--- config.mk ---
export PLATFORM = sky130hd
export DESIGN_NAME = touch_average_and_calibrate_unit
export DESIGN_NICKNAME = d
export VERILOG_FILES = /design/src/design/tac_pkg.sv /design/src/design/tac_accum.sv /design/src/design/tac_div.sv /design/src/design/touch_average_and_calibrate_unit.sv
export SDC_FILE = /design/constraint.sdc
export NUM_CORES = 1
export LEC_CHECK = 0
export BUFFER_PORTS_ARGS = -buffer_cell sky130_fd_sc_hd__clkbuf_2
export CELL_PAD_IN_SITES_DETAIL_PLACEMENT = 1
export CELL_PAD_IN_SITES_GLOBAL_PLACEMENT = 1
export CORE_MARGIN = 2
export CORE_UTILIZATION = 46
export CTS_CLUSTER_SIZE = 10
export DETAILED_ROUTE_END_ITERATION = 12
export GPL_TIMING_DRIVEN = 1
export PLACE_DENSITY = 0.85
export SYNTH_ARGS = -nofsm -noshare
export SYNTH_HDL_FRONTEND = slang
export SYNTH_SLANG_ARGS = --single-unit
--- constraint.sdc ---
create_clock -name clk_i -period 10 [get_ports clk_i]
set_input_delay 2 -clock clk_i [delete_from_list [all_inputs] [get_ports clk_i]]
set_output_delay 2 -clock clk_i [all_outputs]
set_load 0.01 [all_outputs]
--- src/design/tac_pkg.sv ---
// Shared package for the touch averaging and calibration block.
// Holds widths, reset values, register indexes, sequencer types and the
// structs passed between the accumulator, the divider and the top level.
package tac_pkg;

  localparam int unsigned TAC_PAIRS_DEFAULT = 4;

  localparam int unsigned SAMPLE_W   = 12;
  localparam int unsigned SIZE_W     = 13;
  localparam int unsigned SUM_W      = 16;
  localparam int unsigned CFG_IDX_W  = 3;
  localparam int unsigned CFG_DATA_W = SIZE_W;
  localparam int unsigned DIV_DVD_W  = 2 * SAMPLE_W;
  localparam int unsigned DIV_DVS_W  = SAMPLE_W;

  localparam logic [SAMPLE_W-1:0] LEFT_RST   = 12'd200;
  localparam logic [SAMPLE_W-1:0] RIGHT_RST  = 12'd3800;
  localparam logic [SAMPLE_W-1:0] TOP_RST    = 12'd200;
  localparam logic [SAMPLE_W-1:0] BOTTOM_RST = 12'd3800;
  localparam logic [SIZE_W-1:0]   WIDTH_RST  = 13'd320;
  localparam logic [SIZE_W-1:0]   HEIGHT_RST = 13'd240;
  localparam logic [SIZE_W-1:0]   SIZE_MAX   = 13'd4096;

  typedef enum logic [CFG_IDX_W-1:0] {
    CFG_LEFT   = 3'd0,
    CFG_RIGHT  = 3'd1,
    CFG_TOP    = 3'd2,
    CFG_BOTTOM = 3'd3,
    CFG_WIDTH  = 3'd4,
    CFG_HEIGHT = 3'd5
  } cfg_idx_e;

  typedef enum logic [1:0] {
    OP_AVG_X,
    OP_AVG_Y,
    OP_COL,
    OP_ROW
  } op_e;

  typedef enum logic [1:0] {
    ST_IDLE,
    ST_PREP,
    ST_LAUNCH,
    ST_WAIT
  } state_e;

  typedef struct packed {
    logic             last;
    logic [SUM_W-1:0] sum_x;
    logic [SUM_W-1:0] sum_y;
  } acc_stat_t;

  typedef struct packed {
    logic                 start;
    logic [DIV_DVD_W-1:0] dividend;
    logic [DIV_DVS_W-1:0] divisor;
  } div_req_t;

  typedef struct packed {
    logic                 done;
    logic [DIV_DVD_W-1:0] quotient;
  } div_rsp_t;

endpackage

--- src/design/tac_accum.sv ---
// Pair accumulator: running X and Y sums and the pair count of a group.
// Depends on tac_pkg for widths and the status struct.
module tac_accum #(
  parameter int unsigned PAIRS_AVERAGED = tac_pkg::TAC_PAIRS_DEFAULT
) (
  input  logic                          clk_i,
  input  logic                          rst_ni,
  input  logic                          acc_i,
  input  logic [tac_pkg::SAMPLE_W-1:0]  sample_xchan_i,
  input  logic [tac_pkg::SAMPLE_W-1:0]  sample_ychan_i,
  output tac_pkg::acc_stat_t            stat_o
);
  import tac_pkg::*;

  localparam int unsigned CNT_W = (PAIRS_AVERAGED > 1) ? $clog2(PAIRS_AVERAGED) : 1;

  logic [SUM_W-1:0] sum_x_q, sum_x_d, sum_y_q, sum_y_d;
  logic [CNT_W-1:0] cnt_q, cnt_d;
  logic [SUM_W-1:0] sum_x_nxt, sum_y_nxt;
  logic             last;

  assign sum_x_nxt = sum_x_q + SUM_W'(sample_xchan_i);
  assign sum_y_nxt = sum_y_q + SUM_W'(sample_ychan_i);
  assign last      = (cnt_q == CNT_W'(PAIRS_AVERAGED - 1));

  assign stat_o.last  = last;
  assign stat_o.sum_x = sum_x_nxt;
  assign stat_o.sum_y = sum_y_nxt;

  always_comb begin
    sum_x_d = sum_x_q;
    sum_y_d = sum_y_q;
    cnt_d   = cnt_q;
    if (acc_i) begin
      if (last) begin
        sum_x_d = '0;
        sum_y_d = '0;
        cnt_d   = '0;
      end else begin
        sum_x_d = sum_x_nxt;
        sum_y_d = sum_y_nxt;
        cnt_d   = cnt_q + CNT_W'(1);
      end
    end
  end

  always_ff @(posedge clk_i or negedge rst_ni) begin
    if (!rst_ni) begin
      sum_x_q <= '0;
      sum_y_q <= '0;
      cnt_q   <= '0;
    end else begin
      sum_x_q <= sum_x_d;
      sum_y_q <= sum_y_d;
      cnt_q   <= cnt_d;
    end
  end

endmodule

--- src/design/tac_div.sv ---
// Shared restoring divider, one quotient bit per cycle.
// Depends on tac_pkg for operand widths and the request and response structs.
module tac_div (
  input  logic              clk_i,
  input  logic              rst_ni,
  input  tac_pkg::div_req_t req_i,
  output tac_pkg::div_rsp_t rsp_o
);
  import tac_pkg::*;

  localparam int unsigned CNT_W = $clog2(DIV_DVD_W + 1);

  logic                 busy_q, busy_d, done_q, done_d;
  logic [CNT_W-1:0]     cnt_q, cnt_d;
  logic [DIV_DVD_W-1:0] dvd_q, dvd_d;
  logic [DIV_DVS_W-1:0] dvs_q, dvs_d;
  logic [DIV_DVS_W-1:0] rem_q, rem_d;
  logic [DIV_DVS_W:0]   rem_sh, rem_dif;
  logic                 fits;

  // The dividend register shifts left and collects quotient bits at the bottom.
  assign rem_sh  = {rem_q, dvd_q[DIV_DVD_W-1]};
  assign rem_dif = rem_sh - {1'b0, dvs_q};
  assign fits    = (rem_sh >= {1'b0, dvs_q});

  always_comb begin
    busy_d = busy_q;
    done_d = 1'b0;
    cnt_d  = cnt_q;
    dvd_d  = dvd_q;
    dvs_d  = dvs_q;
    rem_d  = rem_q;
    priority if (req_i.start) begin
      busy_d = 1'b1;
      cnt_d  = CNT_W'(DIV_DVD_W);
      dvd_d  = req_i.dividend;
      dvs_d  = req_i.divisor;
      rem_d  = '0;
    end else if (busy_q) begin
      dvd_d = {dvd_q[DIV_DVD_W-2:0], fits};
      rem_d = fits ? rem_dif[DIV_DVS_W-1:0] : rem_sh[DIV_DVS_W-1:0];
      cnt_d = cnt_q - CNT_W'(1);
      if (cnt_q == CNT_W'(1)) begin
        busy_d = 1'b0;
        done_d = 1'b1;
      end
    end
  end

  always_ff @(posedge clk_i or negedge rst_ni) begin
    if (!rst_ni) begin
      busy_q <= 1'b0;
      done_q <= 1'b0;
      cnt_q  <= '0;
    end else begin
      busy_q <= busy_d;
      done_q <= done_d;
      cnt_q  <= cnt_d;
    end
  end

  always_ff @(posedge clk_i) begin
    dvd_q <= dvd_d;
    dvs_q <= dvs_d;
    rem_q <= rem_d;
  end

  assign rsp_o.done     = done_q;
  assign rsp_o.quotient = dvd_q;

endmodule

--- src/design/touch_average_and_calibrate_unit.sv ---
// Top level of the touch averaging and calibration block.
// Depends on tac_pkg, tac_accum and tac_div.
//
// Each accepted word is one X/Y pair of 12-bit touch samples. Words that do
// not close a group are taken one per cycle while no computation is running.
// The word that closes a group of PAIRS_AVERAGED pairs starts a computation
// during which in_stall_o is high: four quotients (the two averages, then
// screen column and screen row) go through one shared 24-step restoring
// divider, each passing through operand setup, launch, the divide steps and
// result collection. The result word then waits in the output register while
// the next group's words are taken; only a closing word is held off until the
// previous result has gone. Screen column comes from the Y channel and screen
// row from the X channel, each clamped to the screen size. Configuration
// writes take effect at once and are meant for an idle block.
module touch_average_and_calibrate_unit #(
  parameter int unsigned PAIRS_AVERAGED = tac_pkg::TAC_PAIRS_DEFAULT
) (
  input  logic                            clk_i,
  input  logic                            rst_ni,
  input  logic                            in_valid_i,
  output logic                            in_stall_o,
  input  logic [tac_pkg::SAMPLE_W-1:0]    sample_xchan_i,
  input  logic [tac_pkg::SAMPLE_W-1:0]    sample_ychan_i,
  output logic                            out_valid_o,
  input  logic                            out_stall_i,
  output logic [tac_pkg::SAMPLE_W-1:0]    screen_col_o,
  output logic [tac_pkg::SAMPLE_W-1:0]    screen_row_o,
  output logic [tac_pkg::SAMPLE_W-1:0]    avg_xchan_o,
  output logic [tac_pkg::SAMPLE_W-1:0]    avg_ychan_o,
  input  logic                            cfg_we_i,
  input  logic [tac_pkg::CFG_IDX_W-1:0]   cfg_index_i,
  input  logic [tac_pkg::CFG_DATA_W-1:0]  cfg_wdata_i
);
  import tac_pkg::*;

  function automatic logic [SAMPLE_W-1:0] size_m1(input logic [SIZE_W-1:0] size);
    logic [SAMPLE_W-1:0] res;
    priority if (size == '0) begin
      res = '0;
    end else if (size > SIZE_MAX) begin
      res = '1;
    end else begin
      res = SAMPLE_W'(size - SIZE_W'(1));
    end
    return res;
  endfunction

  state_e state_q, state_d;
  op_e    op_q, op_d;

  logic [SAMPLE_W-1:0] left_q, left_d, right_q, right_d;
  logic [SAMPLE_W-1:0] top_q, top_d, bottom_q, bottom_d;
  logic [SIZE_W-1:0]   width_q, width_d, height_q, height_d;

  logic [SUM_W-1:0]     grp_x_q, grp_x_d, grp_y_q, grp_y_d;
  logic [SAMPLE_W-1:0]  avg_x_q, avg_x_d, avg_y_q, avg_y_d;
  logic [SAMPLE_W-1:0]  col_q, col_d, row_q, row_d;
  logic                 out_valid_q, out_valid_d;
  logic [DIV_DVD_W-1:0] dvd_q, dvd_d;
  logic [DIV_DVS_W-1:0] dvs_q, dvs_d;
  logic                 neg_q, neg_d, zspan_q, zspan_d;
  logic [SAMPLE_W-1:0]  sm1_q, sm1_d;

  acc_stat_t acc_stat;
  div_req_t  div_req;
  div_rsp_t  div_rsp;
  logic      in_acc, out_acc;

  // Mapping operands for the axis selected by the current operation.
  logic [SAMPLE_W-1:0]  map_raw, map_e0, map_e1, d_mag, s_mag, map_sm1;
  logic [SIZE_W-1:0]    map_size;
  logic [SAMPLE_W:0]    diff, span;
  logic [DIV_DVD_W-1:0] prod;
  logic [SAMPLE_W-1:0]  mapped;

  tac_accum #(
    .PAIRS_AVERAGED(PAIRS_AVERAGED)
  ) u_accum (
    .clk_i          (clk_i),
    .rst_ni         (rst_ni),
    .acc_i          (in_acc),
    .sample_xchan_i (sample_xchan_i),
    .sample_ychan_i (sample_ychan_i),
    .stat_o         (acc_stat)
  );

  tac_div u_div (
    .clk_i  (clk_i),
    .rst_ni (rst_ni),
    .req_i  (div_req),
    .rsp_o  (div_rsp)
  );

  assign in_stall_o = (state_q != ST_IDLE) || (out_valid_q && acc_stat.last);
  assign in_acc     = in_valid_i && !in_stall_o;
  assign out_acc    = out_valid_q && !out_stall_i;

  assign map_raw  = (op_q == OP_COL) ? avg_y_q : avg_x_q;
  assign map_e0   = (op_q == OP_COL) ? left_q  : top_q;
  assign map_e1   = (op_q == OP_COL) ? right_q : bottom_q;
  assign map_size = (op_q == OP_COL) ? width_q : height_q;
  assign map_sm1  = size_m1(map_size);

  assign diff  = {1'b0, map_raw} - {1'b0, map_e0};
  assign span  = {1'b0, map_e1} - {1'b0, map_e0};
  assign d_mag = diff[SAMPLE_W] ? SAMPLE_W'(-diff) : diff[SAMPLE_W-1:0];
  assign s_mag = span[SAMPLE_W] ? SAMPLE_W'(-span) : span[SAMPLE_W-1:0];
  assign prod  = DIV_DVD_W'(d_mag) * DIV_DVD_W'(map_sm1);

  // A negative quotient truncates to zero or below, so it clamps to zero.
  always_comb begin
    priority if (zspan_q || neg_q) begin
      mapped = '0;
    end else if (div_rsp.quotient > DIV_DVD_W'(sm1_q)) begin
      mapped = sm1_q;
    end else begin
      mapped = div_rsp.quotient[SAMPLE_W-1:0];
    end
  end

  // Next state.
  always_comb begin
    state_d = state_q;
    unique case (state_q)
      ST_IDLE: begin
        if (in_acc && acc_stat.last) begin
          state_d = ST_PREP;
        end
      end
      ST_PREP:   state_d = ST_LAUNCH;
      ST_LAUNCH: state_d = ST_WAIT;
      ST_WAIT: begin
        if (div_rsp.done) begin
          state_d = (op_q == OP_ROW) ? ST_IDLE : ST_PREP;
        end
      end
      default:   state_d = ST_IDLE;
    endcase
  end

  // Sequencer outputs and datapath updates.
  always_comb begin
    op_d        = op_q;
    grp_x_d     = grp_x_q;
    grp_y_d     = grp_y_q;
    avg_x_d     = avg_x_q;
    avg_y_d     = avg_y_q;
    col_d       = col_q;
    row_d       = row_q;
    out_valid_d = out_valid_q;
    dvd_d       = dvd_q;
    dvs_d       = dvs_q;
    neg_d       = neg_q;
    zspan_d     = zspan_q;
    sm1_d       = sm1_q;

    div_req.start    = (state_q == ST_LAUNCH);
    div_req.dividend = dvd_q;
    div_req.divisor  = dvs_q;

    if (out_acc) begin
      out_valid_d = 1'b0;
    end

    unique case (state_q)
      ST_IDLE: begin
        if (in_acc && acc_stat.last) begin
          grp_x_d = acc_stat.sum_x;
          grp_y_d = acc_stat.sum_y;
          op_d    = OP_AVG_X;
        end
      end
      ST_PREP: begin
        unique case (op_q)
          OP_AVG_X: begin
            dvd_d = DIV_DVD_W'(grp_x_q);
            dvs_d = DIV_DVS_W'(PAIRS_AVERAGED);
          end
          OP_AVG_Y: begin
            dvd_d = DIV_DVD_W'(grp_y_q);
            dvs_d = DIV_DVS_W'(PAIRS_AVERAGED);
          end
          default: begin
            dvd_d   = prod;
            dvs_d   = s_mag;
            neg_d   = diff[SAMPLE_W] ^ span[SAMPLE_W];
            zspan_d = (map_e0 == map_e1);
            sm1_d   = map_sm1;
          end
        endcase
      end
      ST_LAUNCH: begin
      end
      ST_WAIT: begin
        if (div_rsp.done) begin
          unique case (op_q)
            OP_AVG_X: begin
              avg_x_d = div_rsp.quotient[SAMPLE_W-1:0];
              op_d    = OP_AVG_Y;
            end
            OP_AVG_Y: begin
              avg_y_d = div_rsp.quotient[SAMPLE_W-1:0];
              op_d    = OP_COL;
            end
            OP_COL: begin
              col_d = mapped;
              op_d  = OP_ROW;
            end
            OP_ROW: begin
              row_d       = mapped;
              out_valid_d = 1'b1;
            end
            default: begin
            end
          endcase
        end
      end
      default: begin
      end
    endcase
  end

  // Configuration writes; indexes past the register list are dropped.
  always_comb begin
    left_d   = left_q;
    right_d  = right_q;
    top_d    = top_q;
    bottom_d = bottom_q;
    width_d  = width_q;
    height_d = height_q;
    if (cfg_we_i) begin
      unique case (cfg_idx_e'(cfg_index_i))
        CFG_LEFT:   left_d   = cfg_wdata_i[SAMPLE_W-1:0];
        CFG_RIGHT:  right_d  = cfg_wdata_i[SAMPLE_W-1:0];
        CFG_TOP:    top_d    = cfg_wdata_i[SAMPLE_W-1:0];
        CFG_BOTTOM: bottom_d = cfg_wdata_i[SAMPLE_W-1:0];
        CFG_WIDTH:  width_d  = cfg_wdata_i;
        CFG_HEIGHT: height_d = cfg_wdata_i;
        default: begin
        end
      endcase
    end
  end

  always_ff @(posedge clk_i or negedge rst_ni) begin
    if (!rst_ni) begin
      state_q     <= ST_IDLE;
      op_q        <= OP_AVG_X;
      out_valid_q <= 1'b0;
      left_q      <= LEFT_RST;
      right_q     <= RIGHT_RST;
      top_q       <= TOP_RST;
      bottom_q    <= BOTTOM_RST;
      width_q     <= WIDTH_RST;
      height_q    <= HEIGHT_RST;
    end else begin
      state_q     <= state_d;
      op_q        <= op_d;
      out_valid_q <= out_valid_d;
      left_q      <= left_d;
      right_q     <= right_d;
      top_q       <= top_d;
      bottom_q    <= bottom_d;
      width_q     <= width_d;
      height_q    <= height_d;
    end
  end

  always_ff @(posedge clk_i) begin
    grp_x_q <= grp_x_d;
    grp_y_q <= grp_y_d;
    avg_x_q <= avg_x_d;
    avg_y_q <= avg_y_d;
    col_q   <= col_d;
    row_q   <= row_d;
    dvd_q   <= dvd_d;
    dvs_q   <= dvs_d;
    neg_q   <= neg_d;
    zspan_q <= zspan_d;
    sm1_q   <= sm1_d;
  end

  assign out_valid_o  = out_valid_q;
  assign screen_col_o = col_q;
  assign screen_row_o = row_q;
  assign avg_xchan_o  = avg_x_q;
  assign avg_ychan_o  = avg_y_q;

endmodule

==> impl_results.md, run 1 <==
* RSZ-0062 raised after global routing: false
* Synthesized area per cell at 10.9 sq um
* Synthesized instance count at 1870
* Post-synthesis register bit count at 298
* Post-route setup TNS at 0 ns
* Global-route wire length before repair at 91000 microns
* Worst-path clk slew at 0.06 ns
* Top cell by count, worst path: fa_1
* I/O pin count at 95
* DRT antenna net count at 0
* Critical path class: reg2reg
* Post-Synth Adder-Cell Area at 0.193
* Placement row count at 77
* Synth Area in Compound Gates at 0.103
* Largest family of logic cells by synthesized area: adder cells
* Syn-to-layout area delta at 11.6%
* Ys async rst share at 0.403
* XOR/XNOR Fraction of Synth Area at 0.0493
* N_diodes at 0
* Core area at 43900 sq um
* Rel. slew slack at 0.185
* Final wirelength at 57400 microns
* Seq/Total Area, Yosys at 0.406
* Cell area after synthesis at 20300 sq um
* Clock Path Buffers at 3
* WL per Instance at 22.1 microns
* Tot GR Track Use at 0.253
* Via/cell ratio at 5.74
* Port Buffers at 94
* Final setup violation count at 0
* Layout fillers at 4802
* Vias post-DR at 14878
* Starting Density at 0.463
* MaxCap Viol Count at 0
* GPL Wtd Cong at 0.887
* Final HPWL from detailed placement at 44500 microns
* CTS Root Cell: clkbuf_16
* Die Footprint at 45900 sq um
* Crit-path slowest cell: fa_1
* Critical path arrival at 9.86 ns
* Initial antenna violation count at 3
* Ys flop type: edfxtp_1
* Vias in the first global route at 16448
* CP max stage delay at 0.60 ns
* DRC errors left at 0
* Required time worst endpoint at 10.29 ns
* Final period utilization at 0.956
* Yosys warning count at 0
* Worst setup EP type: flip-flop
* Hold buffers post-CTS at 0
* Post-synthesis mux area share at 0.0861
* Crit path max fanout at 22
* Startpoint Class: flip-flop
* Final #Nets at 2269
* Final Hold Viols at 0
* Clock Sink Count at 298
* CTS HTree Levels at 2
* Iteration-0 DRC count of the detailed router at 893
* Worst-Skew Late Latency at 0.56 ns
* Total grt overflow at 0
* Total CTS buffers at 37
* Clk_skew at 0.0162 ns
* Max-slew violation count at 0
* Max Freq at 0.105 GHz
* Synth Net Count at 2165
* Yosys cell types at 88
* Worst Hold Class: reg2reg
* Largest net degree at the start of global routing at 75
* Chip height at 214 microns
* TritonCTS clock tree: built
* Post-synth EDFFs at 166
* Slew of the pin with the lowest slew margin at 1.22 ns
* Router iterations before antenna repair at 5
* Die width at 214 microns
* Run status: completed
* Share of layout cells above drive strength 1 at 0.175
* Post-Synth Simple-Gate Area at 0.115
* Crit path time final at 9.56 ns
[Yosys cell counts (23+ instances only)]
| library cell | count | area, sq um |
|---|---|---|
| o21ai_0 | 76 | 380 |
| ha_1 | 145 | 1810 |
| clkbuf_1 | 40 | 150 |
| nand2b_1 | 24 | 150 |
| mux2i_1 | 37 | 370 |
| dfrtp_1 | 94 | 2350 |
| a21o_1 | 23 | 173 |
| edfxtp_1 | 166 | 4980 |
| xor2_1 | 47 | 412 |
| fa_1 | 105 | 2100 |
| mux2_2 | 120 | 1350 |
| xnor2_1 | 62 | 543 |
| nand2_1 | 150 | 563 |
| inv_1 | 193 | 724 |
| nor2b_1 | 24 | 150 |
| nor3_1 | 26 | 130 |
| nor2_1 | 149 | 559 |
| dfstp_2 | 26 | 683 |
| a21oi_1 | 55 | 275 |
[per-stage QoR]
stage | setup WS [ns] | hold slack, ns | instance area [sq um] | util | instances
after floorplan | 0.447 | 0.400 | 20300 | - | 1870
after global placement | 0.744 | 0.404 | 21600 | 0.491 | 2526
after detailed placement | 0.319 | 0.407 | 21600 | 0.491 | 2526
after CTS | 0.285 | 0.420 | 22700 | 0.516 | 2593
after global routing | 0.00217 | 0.420 | 22700 | 0.516 | 2594
final | 0.439 | 0.422 | 22700 | 0.516 | 2594
[final timing paths]
path	startpoint	end	slack (ns)	cells past startpoint
max	op_q[0]$_DFFE_PN0P_	dvd_q[22]$_DFFE_PP_	0.44	32
min	dvs_q[1]$_SDFFCE_PN0P_	u_div.dvs_q[1]$_DFFE_PP_	0.42	0
max reg2reg	op_q[0]$_DFFE_PN0P_	dvd_q[22]$_DFFE_PP_	0.44	32
min reg2reg	dvs_q[1]$_SDFFCE_PN0P_	u_div.dvs_q[1]$_DFFE_PP_	0.42	0
max in group asynchronous	rst_ni	width_q[4]$_DFFE_PN0P_	7.08	2
min in group asynchronous	rst_ni	u_div.cnt_q[4]$_DFFE_PN0P_	1.49	1
[what timing repair did]
action	in CTS	in global routing
endpoints found under the setup margin	0	4
setup buffers	0	1
resized for setup	0	3
[sequential cells by signal, indices dropped and copies added, names as in the netlist, 5 cells and up]
register and cells:
screen_col_o 12, u_div.dvd_q 24, height_q 13, avg_xchan_o 12, grp_x_q 16, screen_row_o 12
u_div.dvs_q 12, avg_ychan_o 12, u_div.rem_q 12, dvd_q 24, dvs_q 12, u_div.cnt_q 5
u_accum.sum_y_q 16, u_accum.sum_x_q 16, right_q 12, sm1_q 12, left_q 12, width_q 13
top_q 12, grp_y_q 16, bottom_q 12
[per-layer routing]
layer / GRT usage / share of wire / vias up
met5: 0 / 0.00026 / -
met1: 0.312 / 0.41 / 7581
met3: 0.0348 / 0.046 / 145
met2: 0.447 / 0.51 / 435
met4: 0.102 / 0.038 / 2
li1: - / - / 6715
[kinds of logic (layout without fill, tap and decap cells)]
| logic type | Yosys count | count (layout) |
|---|---|---|
| buffers and inverters | 253 | 385 |
| AOI/OAI and AO/OA | 306 | 306 |
| and+or+nand+nor | 491 | 491 |
| DFF | 298 | 298 |
| muxes | 159 | 159 |
| adders and majority gates | 251 | 251 |
| xor gates and xnor gates | 112 | 112 |
[worst max-delay path, delay by kind of cell (launching register included)]
| family | cells | cell delay (ns) |
|---|---|---|
| buf+inv | 4 | 0.32 |
| flops | 1 | 0.41 |
| compound gates | 13 | 2.85 |
| xor+xnor | 1 | 0.57 |
| mux | 2 | 0.56 |
| simple gates | 3 | 0.55 |
| fa+ha+maj | 9 | 3.99 |
[cell usage in the layout, fill, tap and decap left out, types with 25 or more instances in the layout]
cell         n
ha_1       143
fa_1       105
xnor2_1     61
dfrtp_1     94
o21ai_0     76
edfxtp_1   166
dfstp_2     26
nor2_1     149
mux2_2     120
nor3_1      25
clkbuf_16   37
nand2_1    150
xor2_1      46
inv_1      193
buf_4       28
clkbuf_2    93
mux2i_1     37
a21oi_1     55
[final cells by class]
type                            count  area (sq um)  share of cell area
Multi-Input combinational cell   1319         11200               0.492
Sequential cell                   298          8260               0.364
Clock buffer                       62          1040              0.0458
Tap cell                          592           741              0.0326
Inverter                          196           736              0.0324
Timing Repair Buffer              122           696              0.0307
Clock inverter                      5          51.3             0.00226
Power of run 1 is not shown: default switching activity piles up to over one toggle a cycle in this logic, so the estimate is an artifact.
==> run 2: changes to the inputs <==
CORE_UTILIZATION = 51   (was 46)
PLACE_DENSITY = 0.89   (was 0.85)
clock period = 9.3 ns   (was 10 ns; I/O delays follow)
==> run 2 against run 1 <==
Effect of this change: the flow now finishes with violations (negative setup slack); maximum frequency increased by 0.84%; non-clock buffer count increased by 27; register-to-register slack got worse by 0.62 ns; cell count decreased by 1.6%.
==> impl_results.md, run 2 (synthesis gave the netlist of run 1 again) <==
* Via/cell ratio at 6.45
* CP max stage delay at 0.54 ns
* Total grt overflow at 0
* Vias post-DR at 16450
* Worst Hold Class: reg2reg
* Placement row count at 73
* Crit path time final at 9.48 ns
* Slew of the pin with the lowest slew margin at 1.20 ns
* Final HPWL from detailed placement at 46800 microns
* Final #Nets at 2295
* Tot GR Track Use at 0.328
* Syn-to-layout area delta at 13.2%
* Crit path max fanout at 10
* Total CTS buffers at 36
* Share of layout cells above drive strength 1 at 0.199
* Clock Path Buffers at 3
* Critical path arrival at 9.78 ns
* Top cell by count, worst path: fa_1
* GPL Wtd Cong at 0.921
* Starting Density at 0.514
* Crit-path slowest cell: fa_1
* Worst-Skew Late Latency at 0.59 ns
* Iteration-0 DRC count of the detailed router at 1564
* Reg2Reg Setup Slack at -0.18 ns
* Core area at 39500 sq um
* Fin Hold WS at 0.424 ns
* Hold buffers post-CTS at 0
* Die Footprint at 41500 sq um
* Most common cell after layout, fill and taps aside: inv_1
* Initial antenna violation count at 1
* Required time worst endpoint at 9.60 ns
* Max Freq at 0.105 GHz
* DRT antenna net count at 0
* Critical path class: reg2reg
* Biggest regs: dvd_q: 24 flops, u_div.dvd_q: 24 flops
* Worst-path clk slew at 0.07 ns
* WL per Instance at 28.2 microns
* Die width at 204 microns
* Failing checks: negative setup slack
* Rel. slew slack at 0.201
* Final period utilization at 1.02
* Clock Sink Count at 298
* Commonest non-fill, non-tap cells in the layout: 193 x inv_1, 166 x edfxtp_1, 149 x nand2_1, 145 x nor2_1, 142 x ha_1
* CTS HTree Levels at 2
* Startpoint Class: flip-flop
* Port Buffers at 94
* Core Util, Final at 0.582
* Vias in the first global route at 17701
* Chip height at 204 microns
* Final Hold Viols at 0
* Largest net degree at the start of global routing at 75
* DRC errors left at 0
* MaxCap Viol Count at 0
* TritonCTS clock tree: built
* Setup slack after layout at -0.182 ns
* Max-slew violation count at 0
* Global-route wire length before repair at 103000 microns
* Post-route setup TNS at -0.420 ns
* I/O pin count at 95
* Final wirelength at 72000 microns
* CTS Root Cell: clkbuf_16
* Router iterations before antenna repair at 5
* Clk_skew at 0.0445 ns
* Worst setup EP type: flip-flop
* Final setup violation count at 3
* Run status: finished with violations
* CP delay by family, top: adder cells
* Worst path bufs/invs at 6
## run 2: per-layer routing
layer  routed length (microns)  share of wire  up-vias  GRT usage
met3                      6350          0.088      427     0.0730
met4                      5690          0.079        2      0.206
li1                          -              -     6776          -
met2                     34400           0.48     1054      0.558
met1                     25500           0.35     8191      0.376
met5                        15        0.00021        -          0
## run 2: worst paths after layout
check | from | to | depth (start not counted)
setup / recovery | op_q[0]$_DFFE_PN0P_ | dvd_q[22]$_DFFE_PP_ | 34
hold / removal | dvs_q[10]$_SDFFCE_PN0P_ | u_div.dvs_q[10]$_DFFE_PP_ | 0
setup reg to reg | op_q[0]$_DFFE_PN0P_ | dvd_q[22]$_DFFE_PP_ | 34
hold reg to reg | dvs_q[10]$_SDFFCE_PN0P_ | u_div.dvs_q[10]$_DFFE_PP_ | 0
max in group asynchronous | rst_ni | width_q[5]$_DFFE_PN0P_ | 2
min in group asynchronous | rst_ni | u_div.cnt_q[4]$_DFFE_PN0P_ | 1
## run 2: stage by stage
stage	std cells	setup WS (ns)	area (sq um)
6_report	2552	-0.182	23000
5_1_grt	2551	-0.403	23000
3_3_place_gp	2475	0.458	21600
3_5_place_dp	2475	-0.0458	21600
4_1_cts	2540	0.00254	22700
2_1_floorplan	1870	0.0758	20400
## run 2: final cells by class
| type | count | area (sq um) |
|---|---|---|
| antenna | 1 | 2.50 |
| clock buffer | 59 | 997 |
| clock inverter | 5 | 37.5 |
| fill | 4156 | 16500 |
| inverter | 196 | 736 |
| multi-input combinational | 1319 | 11400 |
| sequential | 298 | 8260 |
| tap | 525 | 657 |
| timing repair buffer | 149 | 910 |
## run 2: what timing repair did
item	in CTS	in global routing
endpoints found under the setup margin	6	10
setup buffers	1	12
pin swaps	1	4
resized for setup	6	39
endpoints found under the hold margin	0	0
## run 2: worst register-to-register path, delay by kind of cell, from the launching register on
family                     cells  cell delay, ns
DFF                            1            0.44
adders and majority gates      9            3.68
xor gates and xnor gates       1            0.20
and+or+nand+nor                4            1.08
buffers and inverters          6            0.64
muxes                          2            0.52
AOI/OAI and AO/OA             12            2.65
Power of run 2 is left out for the same reason.
